<file path="src/rtcsm_pkg.sv">
// Shared types and constants for the three-wire RTC serial master.
// No dependencies; used by the queue, the engine and the top level.
`default_nettype none

package rtcsm_pkg;

    // Slot layout of one transfer.
    localparam int unsigned SLOT_W        = 7;
    localparam int unsigned BYTE_W        = 8;
    localparam int unsigned BIT_IDX_W     = 3;
    localparam int unsigned PHASE_W       = 2;
    localparam int unsigned SLOT_TICKS_W  = 16;

    localparam logic [SLOT_W-1:0] CMD_FIRST    = 7'd2;
    localparam logic [SLOT_W-1:0] DATA_FIRST   = 7'd34;
    localparam logic [SLOT_W-1:0] TAIL_FIRST   = 7'd66;
    localparam logic [SLOT_W-1:0] CE_LOW_FIRST = 7'd68;
    localparam logic [SLOT_W-1:0] LAST_SLOT    = 7'd69;

    // Phases inside one bit period.
    localparam logic [PHASE_W-1:0] PH_LOW_IDLE = 2'd0;
    localparam logic [PHASE_W-1:0] PH_DATA     = 2'd1;
    localparam logic [PHASE_W-1:0] PH_CLK_HIGH = 2'd2;
    localparam logic [PHASE_W-1:0] PH_TRAIL    = 2'd3;

    localparam logic [SLOT_TICKS_W-1:0] SLOT_TICKS_RESET = 16'd100;

    // Two-entry queues on both sides of the engine.
    localparam int unsigned Q_PTR_W = 1;
    localparam int unsigned Q_CNT_W = 2;
    localparam logic [Q_CNT_W-1:0] Q_DEPTH = 2'd2;

    // One timebase tick as it enters the block.
    typedef struct packed {
        logic              start_req;
        logic              req_type;
        logic [BYTE_W-1:0] command;
        logic [BYTE_W-1:0] write_data;
        logic              io_in;
    } t_item;

    // Line levels and status for one tick.
    typedef struct packed {
        logic              chip_enable;
        logic              serial_clock;
        logic              io_out;
        logic              io_drive;
        logic [BYTE_W-1:0] read_result;
        logic              done_res;
        logic              busy_res;
    } t_res;

    localparam int unsigned ITEM_W = $bits(t_item);
    localparam int unsigned RES_W  = $bits(t_res);

endpackage

`default_nettype wire

</file>
<file path="src/rtcsm_queue.sv">
// Two-entry request queue used in front of and behind the transfer engine.
// Depends on rtcsm_pkg for the depth and pointer widths.
`default_nettype none

module rtcsm_queue #(
    parameter int unsigned WIDTH = 19
) (
    input  wire              i_clk,
    input  wire              i_rst_n,
    input  wire              i_push,
    input  wire [WIDTH-1:0]  i_data,
    output logic             o_full,
    input  wire              i_pop,
    output logic [WIDTH-1:0] o_data,
    output logic             o_empty
);

    logic [WIDTH-1:0]                r_mem [2];
    logic [rtcsm_pkg::Q_PTR_W-1:0]   r_wr;
    logic [rtcsm_pkg::Q_PTR_W-1:0]   r_rd;
    logic [rtcsm_pkg::Q_CNT_W-1:0]   r_cnt;
    logic [rtcsm_pkg::Q_CNT_W-1:0]   n_cnt;
    logic                            do_push;
    logic                            do_pop;

    // Handshake status.
    assign o_full  = (r_cnt == rtcsm_pkg::Q_DEPTH);
    assign o_empty = (r_cnt == '0);
    assign do_push = i_push && !o_full;
    assign do_pop  = i_pop && !o_empty;
    assign o_data  = r_mem[r_rd];

    // Occupancy update.
    always_comb begin
        unique case ({do_push, do_pop})
            2'b10:   n_cnt = r_cnt + 1'b1;
            2'b01:   n_cnt = r_cnt - 1'b1;
            default: n_cnt = r_cnt;
        endcase
    end

    // Pointers and count.
    always_ff @(posedge i_clk) begin
        if (!i_rst_n) begin
            r_wr  <= '0;
            r_rd  <= '0;
            r_cnt <= '0;
        end else begin
            if (do_push) begin
                r_wr <= r_wr + 1'b1;
            end
            if (do_pop) begin
                r_rd <= r_rd + 1'b1;
            end
            r_cnt <= n_cnt;
        end
    end

    // Storage holds payload only.
    always_ff @(posedge i_clk) begin
        if (do_push) begin
            r_mem[r_wr] <= i_data;
        end
    end

endmodule

`default_nettype wire

</file>
<file path="src/rtcsm_engine.sv">
// Transfer engine: steps the slot sequencer by one timebase tick per request.
// Depends on rtcsm_pkg for the slot layout and the tick and result structs.
`default_nettype none

module rtcsm_engine #(
    parameter int unsigned TICK_COUNTER_BITS = 16
) (
    input  wire                                 i_clk,
    input  wire                                 i_rst_n,
    input  wire                                 i_fire,
    input  wire rtcsm_pkg::t_item               i_item,
    input  wire [rtcsm_pkg::SLOT_TICKS_W-1:0]   i_slot_ticks,
    output rtcsm_pkg::t_res                     o_res
);

    localparam int unsigned TC_W  = TICK_COUNTER_BITS;
    localparam int unsigned CMP_W = ((TC_W > rtcsm_pkg::SLOT_TICKS_W) ?
                                     TC_W : rtcsm_pkg::SLOT_TICKS_W) + 1;

    logic                                r_active;
    logic                                r_is_read;
    logic [rtcsm_pkg::SLOT_W-1:0]        r_slot;
    logic [TC_W-1:0]                     r_tc;
    logic [rtcsm_pkg::BYTE_W-1:0]        r_cmd;
    logic [rtcsm_pkg::BYTE_W-1:0]        r_data;
    logic [rtcsm_pkg::BYTE_W-1:0]        r_accum;

    logic                                start;
    logic                                act;
    logic                                is_read;
    logic [rtcsm_pkg::SLOT_W-1:0]        slot;
    logic [TC_W-1:0]                     tc;
    logic [rtcsm_pkg::BYTE_W-1:0]        cmd;
    logic [rtcsm_pkg::BYTE_W-1:0]        data;
    logic [rtcsm_pkg::BYTE_W-1:0]        accum;
    logic [rtcsm_pkg::BYTE_W-1:0]        n_accum;
    logic [rtcsm_pkg::SLOT_TICKS_W-1:0]  len_m1;
    logic                                slot_end;
    logic                                last;
    logic                                in_cmd;
    logic                                in_data;
    logic [rtcsm_pkg::SLOT_W-1:0]        cmd_off;
    logic [rtcsm_pkg::SLOT_W-1:0]        data_off;
    logic [rtcsm_pkg::BIT_IDX_W-1:0]     bit_idx;
    logic [rtcsm_pkg::PHASE_W-1:0]       phase;
    logic                                tx_bit;

    // A start is taken only while no transfer is running.
    assign start   = !r_active && i_item.start_req;
    assign act     = r_active || start;
    assign is_read = start ? i_item.req_type   : r_is_read;
    assign cmd     = start ? i_item.command    : r_cmd;
    assign data    = start ? i_item.write_data : r_data;
    assign accum   = start ? '0 : r_accum;
    assign slot    = start ? '0 : r_slot;
    assign tc      = start ? '0 : r_tc;

    // A slot ends on its last tick; a zero length acts as one tick.
    assign len_m1   = (i_slot_ticks == '0) ? '0 : i_slot_ticks - 1'b1;
    assign slot_end = (CMP_W'(tc) >= CMP_W'(len_m1)) || (&tc);
    assign last     = (slot >= rtcsm_pkg::LAST_SLOT);

    // Bit index and phase inside the command and data bytes.
    assign in_cmd   = (slot >= rtcsm_pkg::CMD_FIRST) && (slot < rtcsm_pkg::DATA_FIRST);
    assign in_data  = (slot >= rtcsm_pkg::DATA_FIRST) && (slot < rtcsm_pkg::TAIL_FIRST);
    assign cmd_off  = slot - rtcsm_pkg::CMD_FIRST;
    assign data_off = slot - rtcsm_pkg::DATA_FIRST;
    assign bit_idx  = in_cmd ? cmd_off[4:2] : data_off[4:2];
    assign phase    = in_cmd ? cmd_off[1:0] : data_off[1:0];
    assign tx_bit   = in_cmd ? cmd[bit_idx] : data[bit_idx];

    // Line levels, read sampling and status for this tick.
    always_comb begin
        o_res             = '0;
        o_res.io_drive    = 1'b1;
        n_accum           = accum;
        if (act) begin
            o_res.busy_res    = 1'b1;
            o_res.chip_enable = (slot < rtcsm_pkg::CE_LOW_FIRST);
            if (in_cmd || (in_data && !is_read)) begin
                o_res.serial_clock = phase[1];
                o_res.io_out = ((phase == rtcsm_pkg::PH_DATA) ||
                                (phase == rtcsm_pkg::PH_CLK_HIGH)) ? tx_bit : 1'b0;
            end else if (in_data) begin
                o_res.io_drive     = 1'b0;
                o_res.serial_clock = !phase[1];
                if ((phase == rtcsm_pkg::PH_CLK_HIGH) && slot_end) begin
                    n_accum[bit_idx] = accum[bit_idx] | i_item.io_in;
                end
            end else if ((slot >= rtcsm_pkg::TAIL_FIRST) && is_read) begin
                o_res.io_drive = 1'b0;
            end
            if (slot_end && last) begin
                o_res.done_res = 1'b1;
                if (is_read) begin
                    o_res.read_result = n_accum;
                end
            end
        end
    end

    // Sequencer control state.
    always_ff @(posedge i_clk) begin
        if (!i_rst_n) begin
            r_active  <= 1'b0;
            r_is_read <= 1'b0;
            r_slot    <= '0;
            r_tc      <= '0;
        end else if (i_fire && act) begin
            r_is_read <= is_read;
            if (slot_end) begin
                r_tc <= '0;
                if (last) begin
                    r_active <= 1'b0;
                    r_slot   <= '0;
                end else begin
                    r_active <= 1'b1;
                    r_slot   <= slot + 1'b1;
                end
            end else begin
                r_active <= 1'b1;
                r_slot   <= slot;
                r_tc     <= tc + 1'b1;
            end
        end
    end

    // Transfer payload.
    always_ff @(posedge i_clk) begin
        if (i_fire && act) begin
            r_cmd   <= cmd;
            r_data  <= data;
            r_accum <= n_accum;
        end
    end

endmodule

`default_nettype wire

</file>
<file path="src/three_wire_rtc_serial_master.sv">
// Top level of the three-wire RTC serial master.
// Depends on rtcsm_pkg, rtcsm_queue and rtcsm_engine.
//
// Usage: every request pushed on the input queue is one timebase tick with
// the start flag, read/write selector, command byte, write data and the
// sampled data line level. For every tick one request comes out of the
// result queue carrying the enable, clock and data line levels, the drive
// enable, the read byte, done and busy for that tick.
// A transfer lasts 70 quarter-bit slots of slot_ticks ticks each; the slot
// length comes from the configuration channel (reset value 100) and the
// user must write it only with no ticks in flight; block doesn't check.
// Throughput is one tick per clock cycle while the result queue has room;
// the engine steps a tick combinationally. With empty queues a tick is
// registered in the input queue, the engine computes its result
// combinationally and the result is registered in the result queue,
// from which it can be popped.
// Both queues hold two requests; when the consumer stalls the result queue
// fills, the engine pauses and then full rises on the input side.
// A synchronous active-low reset empties both queues, ends any transfer and
// restores the slot length to 100.
`default_nettype none

module three_wire_rtc_serial_master #(
    parameter int unsigned TICK_COUNTER_BITS = 16
) (
    input  wire        i_clk,
    input  wire        i_rst_n,
    // Tick input queue.
    input  wire        push,
    output logic       full,
    input  wire        i_start_req,
    input  wire        i_req_type,
    input  wire [7:0]  i_command,
    input  wire [7:0]  i_write_data,
    input  wire        i_io_in,
    // Result queue.
    output logic       empty,
    input  wire        pop,
    output logic       o_chip_enable,
    output logic       o_serial_clock,
    output logic       o_io_out,
    output logic       o_io_drive,
    output logic [7:0] o_read_result,
    output logic       o_done_res,
    output logic       o_busy_res,
    // Configuration channel.
    input  wire        i_cfg_valid,
    output logic       o_cfg_ready,
    input  wire [15:0] i_cfg_slot_ticks
);

    logic [rtcsm_pkg::SLOT_TICKS_W-1:0] r_slot_ticks;
    rtcsm_pkg::t_item                   in_item;
    rtcsm_pkg::t_item                   head_item;
    rtcsm_pkg::t_res                    eng_res;
    rtcsm_pkg::t_res                    out_res;
    logic                               in_empty;
    logic                               out_full;
    logic                               fire;

    // Configuration register.
    assign o_cfg_ready = 1'b1;
    always_ff @(posedge i_clk) begin
        if (!i_rst_n) begin
            r_slot_ticks <= rtcsm_pkg::SLOT_TICKS_RESET;
        end else if (i_cfg_valid) begin
            r_slot_ticks <= i_cfg_slot_ticks;
        end
    end

    // Front: tick queue.
    always_comb begin
        in_item.start_req  = i_start_req;
        in_item.req_type   = i_req_type;
        in_item.command    = i_command;
        in_item.write_data = i_write_data;
        in_item.io_in      = i_io_in;
    end

    rtcsm_queue #(
        .WIDTH (rtcsm_pkg::ITEM_W)
    ) u_in_q (
        .i_clk   (i_clk),
        .i_rst_n (i_rst_n),
        .i_push  (push),
        .i_data  (in_item),
        .o_full  (full),
        .i_pop   (fire),
        .o_data  (head_item),
        .o_empty (in_empty)
    );

    // Back: engine steps a queued tick whenever the result queue has room.
    assign fire = !in_empty && !out_full;

    rtcsm_engine #(
        .TICK_COUNTER_BITS (TICK_COUNTER_BITS)
    ) u_engine (
        .i_clk        (i_clk),
        .i_rst_n      (i_rst_n),
        .i_fire       (fire),
        .i_item       (head_item),
        .i_slot_ticks (r_slot_ticks),
        .o_res        (eng_res)
    );

    rtcsm_queue #(
        .WIDTH (rtcsm_pkg::RES_W)
    ) u_out_q (
        .i_clk   (i_clk),
        .i_rst_n (i_rst_n),
        .i_push  (fire),
        .i_data  (eng_res),
        .o_full  (out_full),
        .i_pop   (pop),
        .o_data  (out_res),
        .o_empty (empty)
    );

    // Result fields.
    assign o_chip_enable  = out_res.chip_enable;
    assign o_serial_clock = out_res.serial_clock;
    assign o_io_out       = out_res.io_out;
    assign o_io_drive     = out_res.io_drive;
    assign o_read_result  = out_res.read_result;
    assign o_done_res     = out_res.done_res;
    assign o_busy_res     = out_res.busy_res;

endmodule

`default_nettype wire
</file>
<file path="config.mk">
export PLATFORM = sky130hd
export DESIGN_NAME = three_wire_rtc_serial_master
export DESIGN_NICKNAME = d
export VERILOG_FILES = /design/src/rtcsm_pkg.sv /design/src/rtcsm_queue.sv /design/src/rtcsm_engine.sv /design/src/three_wire_rtc_serial_master.sv
export SDC_FILE = /design/constraint.sdc
export NUM_CORES = 1
export LEC_CHECK = 0
export BUFFER_PORTS_ARGS = -buffer_cell sky130_fd_sc_hd__buf_2
export CORE_ASPECT_RATIO = 0.8
export CORE_UTILIZATION = 25
export CTS_BUF_LIST = sky130_fd_sc_hd__clkbuf_16
export DETAILED_ROUTE_END_ITERATION = 16
export SKIP_LAST_GASP = 1
export SYNTH_ARGS = -nofsm -noshare
export SYNTH_HDL_FRONTEND = slang
export SYNTH_SLANG_ARGS = --single-unit
</file>
<file path="constraint.sdc">
create_clock -name i_clk -period 4.2 [get_ports i_clk]
set_input_delay 0.84 -clock i_clk [delete_from_list [all_inputs] [get_ports i_clk]]
set_output_delay 0.84 -clock i_clk [all_outputs]
set_load 0.01 [all_outputs]
</file>
==> results of run 1 <==
[per-layer routing]
metal  vias to the layer above  global-route usage  wire length (um)
li1                       2872                   -                 -
met1                      2757              0.1705              9189
met2                       129              0.1683              7434
met4                         6             0.03720               253
met3                        23             0.03021               899
met5                         -                   0                34
[report_power, final]
part           switching [mW]  internal [mW]  leakage (nW)
clock                   0.646          0.837         0.282
sequential              0.159           1.88          1.25
combinational           0.893          0.525          1.72
total                    1.70           3.24          3.26
[cells by family (layout without fill, tap and decap cells)]
group,Yosys count,in the layout,synth area share
and+or+nand+nor,288,288,0.1914
AOI/OAI and AO/OA,149,149,0.1259
DFF,141,141,0.4937
buffers and inverters,66,128,0.03533
muxes,52,52,0.07366
adders and majority gates,29,29,0.04811
xor gates and xnor gates,27,27,0.03135
other,1,1,0.0004972
[worst min-delay path: stages (launching register included)]
cell and delay, ns:
dfxtp_1 0.33, nand2_1 0.06, a21oi_1 0.05
[worst min path at each step]
stage / start / to / slack [ns] / depth (start not counted)
global placement: u_engine.r_tc[0]$_SDFFE_PN0P_ / u_engine.r_tc[0]$_SDFFE_PN0P_ / 0.47 / 2
finish: u_engine.r_tc[0]$_SDFFE_PN0P_ / u_engine.r_tc[0]$_SDFFE_PN0P_ / 0.49 / 2
detailed placement: u_engine.r_tc[0]$_SDFFE_PN0P_ / u_engine.r_tc[0]$_SDFFE_PN0P_ / 0.48 / 2
CTS: u_engine.r_tc[0]$_SDFFE_PN0P_ / u_engine.r_tc[0]$_SDFFE_PN0P_ / 0.48 / 2
floorplan: u_engine.r_tc[1]$_SDFFE_PN0P_ / u_engine.r_tc[1]$_SDFFE_PN0P_ / 0.45 / 2
global route: u_engine.r_tc[1]$_SDFFE_PN0P_ / u_engine.r_tc[1]$_SDFFE_PN0P_ / 0.52 / 2
[layout make-up]
class / count / area, um^2 / area share
clock buffers: 17 / 425.4 / 0.04774
clock inverters: 15 / 150.1 / 0.01685
inverters: 17 / 63.81 / 0.007161
multi-input cells: 546 / 3572 / 0.4009
well taps: 406 / 508.0 / 0.05701
repair buffers: 79 / 467.9 / 0.05251
flip-flops and latches: 141 / 3724 / 0.4179
[cells in the mapped netlist (all sizes together) (3+ instances only)]
library cell  count
inv              17
mux2i            36
a21oi            49
o21ai            28
a31oi             7
nor4              7
buf              17
nor3             27
a22oi             7
mux2             15
nand2b           10
nor2             60
clkbuf           32
or4              12
o211ai            9
or2               3
nand2            82
xor2             15
o21a              4
ha               29
a211oi           13
o311ai           10
o22ai             3
and2             21
nor2b             9
or3               8
nand3            24
and3              4
nand4            10
xnor2            12
dfxtp            51
edfxtp           90
[state kept, by name, indices dropped and copies added (netlist names), named ones only]
name	count
u_engine.r_data	8
r_slot_ticks	16
u_engine.r_slot	7
u_out_q.r_mem	28
u_in_q.r_rd	1
u_engine.r_cmd	8
u_engine.r_is_read	1
u_in_q.r_mem	38
u_engine.r_active	1
u_out_q.r_rd	1
u_in_q.r_cnt	2
u_out_q.r_wr	1
u_in_q.r_wr	1
u_engine.r_tc	16
u_engine.r_accum	8
u_out_q.r_cnt	2
[metrics by stage]
stage               hold slack, ns  cells  utilization
floorplan                   0.4497    753            -
global placement            0.4668   1189       0.2821
detailed placement          0.4761   1189       0.2821
CTS                         0.4843   1221       0.3016
global route                0.5160   1221       0.3021
finish                      0.4857   1221       0.3021
==> metrics.txt, run 1 <==
status=finished, final reports clean; RSZ-0062 raised after global routing=false; max cap viols=0; core area=0.02950 mm^2; Top delay family on crit path=simple AND/OR/NAND/NOR gates; synth unique cells=64; drt first pass iters=5; drt total wl=17810 um; CP Max Fanout=27; initial antenna violation count=4; cts hold-fix bufs=0; Arr. time, crit path=4.10 ns; CP bufs+invs=3; Post-synth top flop=edfxtp_1; Via density=4.740; Fmax=0.2599 GHz; GPL Wtd Cong=0.8063; num rows=56; post-CTS sizing=0; Tot GR Track Use=0.1176; post-route setup slack=0.3526 ns; top post-synthesis cells by area=edfxtp_1, dfxtp_1, ha_1, mux2i_1, nand2_1; Synthesis Warnings=0; slowest stage cell, crit path=or4_1; crit-path max cell delay=0.59 ns; register area share after synthesis=0.4937; layout cells sized above 1=0.1730; R2R Path End=u_out_q.r_mem[1][2]$_DFFE_PP_; largest net degree at the start of global routing=46; first-pass GRT wire length=28790 um; pre-CTS setup slack=0.1528 ns; min cycle time layout=3.847 ns; type of the worst min-delay path=flip-flop to flip-flop; antenna cells=0; Post-synth EDFFs=90; syn_nets=822; Final period util=0.9160; commonest non-fill, non-tap cell in the layout=edfxtp_1; number of buffers added on ports=55; Max Transition Viols Final=0; Die W=196.2 um; Critical Path Source Type=flip-flop; worst setup path startpoint=r_slot_ticks[6]$_SDFFE_PN1P_; Placement Cell Area=0.008320 mm^2; Critical Path End=u_out_q.r_mem[1][2]$_DFFE_PP_; vias=5787; CP required=4.46 ns; DRC errors left=0; cell accounting for the most synthesized area=edfxtp_1; FILL cells=3061; CTS tree=built; flop-to-flop setup slack=0.35 ns; vias in the first global route=5365; design area=0.008911 mm^2; relative slew slack=0.1792; H-tree Lvls=4; wire per inst=14.59 um; final setup fails=0; CP endpoint kind=flip-flop; die height=157.4 um; leakage=3.255 nW; worst slew pin tran=1.227 ns; clk slew on worst S/H paths=0.06 ns; peak supply drop=0.0002161 V; Iteration-0 DRC Markers=476; PwrDens=554.6 mW/mm^2; Final ANT Viol Nets=0; count of final hold-check violations=0; Num CTS Buffers=17; Post-CTS Setup Bufs=0; Syn Inst Count=753; commonest non-fill, non-tap cells in the layout=edfxtp_1, nand2_1, nor2_1, buf_2, dfxtp_1; Power Total=4.942 mW; CTS root buf=clkbuf_16; Yosys reg bits=141; Stages on worst setup path=17; Avg Synthesized Cell Area=10.02 um^2; synth-to-layout area growth=18.15%; Total Die Area=0.03087 mm^2; DP Wirelength=12270 um; Post-Syn Area=0.007542 mm^2; Starting Density=0.2557; worst path cell trace=or4_1 -> nor4_2 -> nand2b_1 -> nor2_1 -> nand4b_1 -> buf_4 -> nand2_1 -> ha_1 -> a21o_1 -> a21oi_1 -> o22ai_1 -> a211o_1 -> nor2_2 -> buf_12 -> o311ai_0 -> buf_4 -> a21oi_1; final clock skew=0.01370 ns; top cell type's share of synthesized area=0.3583; io pins=57; Clk Latency, worst-skew pair=0.43 ns; Clock Tree Buf Depth=2; total grt overflow=0; CTS Sinks=141; # nets final=871; worst reg2reg startpoint=r_slot_ticks[6]$_SDFFE_PN1P_; setup TNS=0 ns; FFs w/ async S/R, synth=0; Crit Path Category=flip-flop to flip-flop; reg2reg path depth=17
Power figures use the tool's default switching activity.
==> run 2, diff against run 1 <==
--- a/config.mk
+++ b/config.mk
@@ -10,6 +10,8 @@
 export CORE_UTILIZATION = 25
 export CTS_BUF_LIST = sky130_fd_sc_hd__clkbuf_16
 export DETAILED_ROUTE_END_ITERATION = 16
+export HOLD_SLACK_MARGIN = 0.02
+export RECOVER_POWER = 25
 export SKIP_LAST_GASP = 1
 export SYNTH_ARGS = -nofsm -noshare
 export SYNTH_HDL_FRONTEND = slang
==> metrics.txt, run 2 (synthesis gave the netlist of run 1 again) <==
CP required=4.35 ns (-0.11 ns); leakage=3.218 nW (-1.1%); slowest stage cell, crit path=or4_1; Largest register FFs=38 (unchanged); CP endpoint kind=flip-flop; die height=157.4 um (unchanged); Top delay family on crit path=simple AND/OR/NAND/NOR gates; Max Transition Viols Final=40 (+40); Reg with most FFs=u_in_q.r_mem; synth-to-layout area growth=17.82%; WHS=0.4871 ns (+0.001377 ns); first-pass GRT wire length=28790 um (unchanged); Crit Path Category=flip-flop to flip-flop; worst slew pin tran=1.500 ns (+0.2731 ns); RSZ-0062 raised after global routing=false; CTS Sinks=141 (unchanged); DRC errors left=0 (unchanged); num rows=56 (unchanged); worst path cell trace=or4_1 -> nor4_2 -> nand2b_1 -> nor2_1 -> nand4b_1 -> and2_1 -> ha_1 -> nand2b_1 -> a21oi_1 -> o21ai_0 -> a32o_1 -> nor2_2 -> buf_12 -> o311ai_0 -> a21oi_1; core area=0.02950 mm^2 (unchanged); largest net degree at the start of global routing=46 (unchanged); final clock skew=0.01273 ns (-0.0009680 ns); vias=5785 (-0.035%); final setup fails=0 (unchanged); layout cells sized above 1=0.1546 (-0.01840); Die W=196.2 um (unchanged); vias in the first global route=5365 (unchanged); violated checks=capacitance limit, slew limit; # nets final=871 (unchanged); peak supply drop=0.0002162 V (about the same); GPL Wtd Cong=0.8063 (unchanged); CP bufs+invs=1 (-2); CTS root buf=clkbuf_16; io pins=57 (unchanged); CTS tree=built; relative slew slack=-0.0009309 (-0.1801); H-tree Lvls=4 (unchanged); drt first pass iters=5 (unchanged); Tot GR Track Use=0.1176 (unchanged); status=finished, violations left; antenna cells=0 (unchanged); crit-path max cell delay=0.59 ns (about the same); Regs by FF count=u_in_q.r_mem (38), u_out_q.r_mem (28); Iteration-0 DRC Markers=483 (+1.5%); DP Wirelength=12270 um (unchanged); number of buffers added on ports=55 (unchanged); clk slew on worst S/H paths=0.07 ns (about the same); Clock Tree Buf Depth=2 (unchanged); Num CTS Buffers=17 (unchanged); count of final hold-check violations=0 (unchanged); max cap viols=1 (+1); Final Core Density=0.3012 (-0.0008480); total grt overflow=0 (unchanged); drt total wl=17870 um (+0.31%); commonest non-fill, non-tap cells in the layout=edfxtp_1, nand2_1, nor2_1, dfxtp_1, a21oi_1; Via density=4.738 (about the same); Clk Latency, worst-skew pair=0.43 ns (about the same); Arr. time, crit path=4.00 ns (-0.10 ns); wire per inst=14.63 um (+0.31%); Fmax=0.2600 GHz (about the same); Final ANT Viol Nets=0 (unchanged); commonest non-fill, non-tap cell in the layout=edfxtp_1; setup TNS=0 ns (unchanged); Starting Density=0.2557 (unchanged); reg2reg path depth=15 (-2); Final period util=0.9156 (about the same); initial antenna violation count=4 (unchanged); Total Die Area=0.03087 mm^2 (unchanged); CP Max Fanout=27 (unchanged); type of the worst min-delay path=flip-flop to flip-flop; PwrDens=555.4 mW/mm^2 (+0.13%); hold depth=2 (unchanged); min cycle time layout=3.846 ns (-0.001797 ns); Post-CTS Setup Bufs=0 (unchanged); Stages on worst setup path=15 (-2); Critical Path Source Type=flip-flop
==> run 2: changes by cell type in the layout (fill, tap and decap cells not counted) <==
cell      change
inv_1         +1
clkbuf_1     +13
mux2i_1       +1
buf_2        -11
buf_4         -2
inv_2         -1
mux2i_2       -1
==> run 2: power breakdown <==
group	switching [mW]	internal [mW]
registers	0.158	1.88
logic	0.893	0.517
clock network	0.648	0.837
==> run 2: final cells by class <==
type / count / area [um^2]
well taps: 406 / 508.0
flip-flops and latches: 141 / 3724
repair buffers: 79 / 446.7
inverters: 17 / 63.81
clock buffers: 17 / 425.4
clock inverters: 15 / 150.1
fillers: 3066 / 20610
multi-input cells: 546 / 3568
==> run 2: what timing repair did <==
| action | in CTS | in global routing |
|---|---|---|
| endpoints found under the setup margin | 0 | 23 |
| hold endpoints to repair | 0 | 0 |
| hold buffers | 0 | 0 |
| gates resized for setup | 0 | 3 |
==> run 2: metal layers <==
| metal | vias up | part of all wire | track usage |
|---|---|---|---|
| met1 | 2753 | 0.52 | 0.1705 |
| li1 | 2869 | - | - |
| met2 | 135 | 0.42 | 0.1683 |
| met5 | - | 0.0019 | 0 |
| met4 | 6 | 0.013 | 0.03720 |
| met3 | 22 | 0.050 | 0.03021 |
==> run 2: path summary, 6_finish.rpt <==
kind | from | to | slack, ns
min reg2reg | u_engine.r_tc[0]$_SDFFE_PN0P_ | u_engine.r_tc[0]$_SDFFE_PN0P_ | 0.49
max | r_slot_ticks[6]$_SDFFE_PN1P_ | u_out_q.r_mem[0][7]$_DFFE_PP_ | 0.35
max reg2reg | r_slot_ticks[6]$_SDFFE_PN1P_ | u_out_q.r_mem[0][7]$_DFFE_PP_ | 0.35
min | u_engine.r_tc[0]$_SDFFE_PN0P_ | u_engine.r_tc[0]$_SDFFE_PN0P_ | 0.49
==> run 2: metrics by stage <==
stage                     worst slack [ns]  area [um^2]  std cells  total power, mW
after floorplan                     0.3658         7542        753            3.000
after global placement              0.2628         8320       1189            3.463
after detailed placement            0.1528         8320       1189            3.489
after CTS                           0.1240         8896       1221            4.992
after global routing               0.05097         8886       1221            5.217
final                               0.3544         8886       1221            4.935
==> run 2: worst reg2reg max path, stage by stage, from the launching register on <==
cell and delay, ns:
dfxtp_1 0.30, or4_1 0.59, nor4_2 0.21, nand2b_1 0.10, nor2_1 0.16, nand4b_1 0.14
and2_1 0.18, ha_1 0.25, nand2b_1 0.09, a21oi_1 0.06, o21ai_0 0.24, a32o_1 0.29
nor2_2 0.07, buf_12 0.15, o311ai_0 0.54, a21oi_1 0.19
==> run 3, diff against run 2 <==
--- a/config.mk
+++ b/config.mk
@@ -9,8 +9,10 @@
 export CORE_ASPECT_RATIO = 0.8
 export CORE_UTILIZATION = 25
 export CTS_BUF_LIST = sky130_fd_sc_hd__clkbuf_16
+export CTS_CLUSTER_SIZE = 30
 export DETAILED_ROUTE_END_ITERATION = 16
 export HOLD_SLACK_MARGIN = 0.02
+export PLACE_DENSITY = 0.4
 export RECOVER_POWER = 25
 export SKIP_LAST_GASP = 1
 export SYNTH_ARGS = -nofsm -noshare
==> metrics.txt, run 3 (synthesis gave the netlist of run 1 again) <==
DR WL met3=761 um (-15%); count of final hold-check violations=0 (unchanged); clk slew on worst S/H paths=0.06 ns (about the same); H-tree Lvls=4 (unchanged); io pins=57 (unchanged); peak supply drop=0.0002913 V (+35%); vias=5733 (-0.90%); final setup fails=0 (unchanged); core area=0.02950 mm^2 (unchanged); wire per inst=16.11 um (+10%); Clock Tree Buf Depth=2 (unchanged); flop-to-flop setup slack=0.27 ns (-0.08 ns); setup TNS=0 ns (unchanged); final clock skew=0.008101 ns (-0.004631 ns); worst path cell trace=or4_4 -> nor4_2 -> nand2b_1 -> nor2_1 -> nand4b_1 -> buf_4 -> nand2_1 -> ha_1 -> nand4_1 -> nor3_2 -> a32o_2 -> nor2_2 -> buf_12 -> or4b_2 -> o211ai_1; Top delay family on crit path=simple AND/OR/NAND/NOR gates; total grt overflow=0 (unchanged); worst reg2reg startpoint=r_slot_ticks[6]$_SDFFE_PN1P_; first-pass GRT wire length=31180 um (+8.3%); crit-path max cell delay=0.63 ns (+0.04 ns); min cycle time layout=3.926 ns (+0.08046 ns); Largest register FFs=38 (unchanged); CP required=4.47 ns (+0.12 ns); DP Wirelength=13670 um (+11%); Total Die Area=0.03087 mm^2 (unchanged); Regs by FF count=u_in_q.r_mem (38), u_out_q.r_mem (28); worst slew pin tran=1.362 ns (-0.1375 ns); PwrDens=562.6 mW/mm^2 (+1.3%); # nets final=874 (+0.34%); relative slew slack=0.09183 (+0.09276); die height=157.4 um (unchanged); antenna cells=0 (unchanged); highest metal used=met4; Max Transition Viols Final=0 (-100%); met2 wire length=7442 um (about the same); Starting Density=0.2557 (unchanged); R2R Path End=u_engine.r_accum[3]$_DFFE_PP_; reg2reg path depth=15 (unchanged); CTS root buf=clkbuf_16; number of buffers added on ports=55 (unchanged); Fmax=0.2547 GHz (-2.0%); Final period util=0.9348 (+0.01916); CP bufs+invs=2 (+1); CTS Sinks=141 (unchanged); Critical Path Source Type=flip-flop; Reg with most FFs=u_in_q.r_mem; CTS tree=built; Hold Path Origin=u_engine.r_tc[1]$_SDFFE_PN0P_; design area=0.008941 mm^2 (+0.62%); drt first pass iters=5 (unchanged); DRT met1 WL=11190 um (+21%); vias in the first global route=5330 (-0.65%); pre-CTS setup slack=0.06163 ns (-0.09116 ns); Via density=4.684 (-1.1%); CP endpoint kind=flip-flop; max cap viols=0 (-1); Iteration-0 DRC Markers=387 (-20%); post-route setup slack=0.2740 ns (-0.08046 ns); Arr. time, crit path=4.20 ns (+0.20 ns); Min-Delay Endpoint=u_engine.r_tc[1]$_SDFFE_PN0P_; type of the worst min-delay path=flip-flop to flip-flop; Num CTS Buffers=17 (unchanged); drt total wl=19720 um (+10%); Clk Latency, worst-skew pair=0.43 ns (about the same); synth-to-layout area growth=18.55%; leakage=3.248 nW (+0.94%); initial antenna violation count=1 (-3); Final ANT Viol Nets=0 (unchanged); Die W=196.2 um (unchanged); DRC errors left=0 (unchanged); status=finished, final reports clean; largest net degree at the start of global routing=46 (unchanged); commonest non-fill, non-tap cell in the layout=edfxtp_1; GPL Wtd Cong=0.7990 (-0.91%); CP Max Fanout=25 (-7.4%); Crit Path Category=flip-flop to flip-flop; hold depth=2 (unchanged); commonest non-fill, non-tap cells in the layout=edfxtp_1, nand2_1, nor2_1, dfxtp_1, a21oi_1; slowest stage cell, crit path=or4b_2; Tot GR Track Use=0.1325 (+0.01493); Stages on worst setup path=15 (unchanged); Placement Cell Area=0.008330 mm^2 (+0.12%); layout cells sized above 1=0.1626 (+0.007990); num rows=56 (unchanged)
-- run 3: changes by cell type in the layout (fill, tap and decap cells not counted), sizes merged --
cell | before | now
inv | 26 | 21
buf | 66 | 70
bufinv | 1 | 3
clkinvlp | 2 | 4
clkbuf | 30 | 29
clkinv | 3 | 4
-- run 3: worst max-delay path by stage --
stage / from / to / slack, ns
6_report: r_slot_ticks[6]$_SDFFE_PN1P_ / u_engine.r_accum[3]$_DFFE_PP_ / 0.27
3_5_place_dp: r_slot_ticks[6]$_SDFFE_PN1P_ / u_out_q.r_mem[1][9]$_DFFE_PP_ / 0.06
5_1_grt: r_slot_ticks[6]$_SDFFE_PN1P_ / u_engine.r_accum[3]$_DFFE_PP_ / -0.03
3_3_place_gp: r_slot_ticks[6]$_SDFFE_PN1P_ / u_out_q.r_mem[0][9]$_DFFE_PP_ / 0.16
2_1_floorplan: r_slot_ticks[6]$_SDFFE_PN1P_ / u_engine.r_tc[10]$_SDFFE_PN0P_ / 0.37
4_1_cts: r_slot_ticks[6]$_SDFFE_PN1P_ / u_out_q.r_mem[0][9]$_DFFE_PP_ / 0.05
-- run 3: power breakdown --
part	internal, mW	switching [mW]	leakage [nW]
registers	1.88	0.176	1.25
clock network	0.931	0.615	0.286
logic	0.506	0.921	1.71
-- run 3: final cells by class --
class                      count  area, um^2
clock buffer                  17       425.4
clock inverter                15       172.7
fill                        3073       20560
inverter                      17       63.81
multi-input combinational    546        3580
sequential                   141        3724
tap                          406       508.0
timing repair buffer          82       467.9
-- run 3: layer usage --
| metal | GRT usage | vias to the layer above |
|---|---|---|
| met3 | 0.03128 | 18 |
| li1 | - | 2873 |
| met4 | 0.04390 | 0 |
| met5 | 0 | - |
| met2 | 0.1706 | 126 |
| met1 | 0.2079 | 2716 |
-- run 3: tightest hold or removal path: cells and delay by family, from the launching register on --
family          cells  cell delay, ns
compound gates      1            0.05
simple gates        1            0.06
flops               1            0.33
-- run 3: metrics by stage --
stage / hold WS (ns) / util / instances / power, mW
CTS: 0.4966 / 0.3027 / 1222 / 5.108
finish: 0.4896 / 0.3031 / 1224 / 5.030
detailed placement: 0.4863 / 0.2824 / 1190 / 3.537
floorplan: 0.4497 / - / 753 / 3.000
global placement: 0.4804 / 0.2824 / 1190 / 3.535
global route: 0.5225 / 0.3031 / 1224 / 5.349
-- run 3: what timing repair did --
item,4_1_cts,5_1_grt
endpoints found under the setup margin,0,30
hold endpoints to repair,0,0
hold buffers,0,0
gates resized for setup,0,7
buffers inserted,0,2
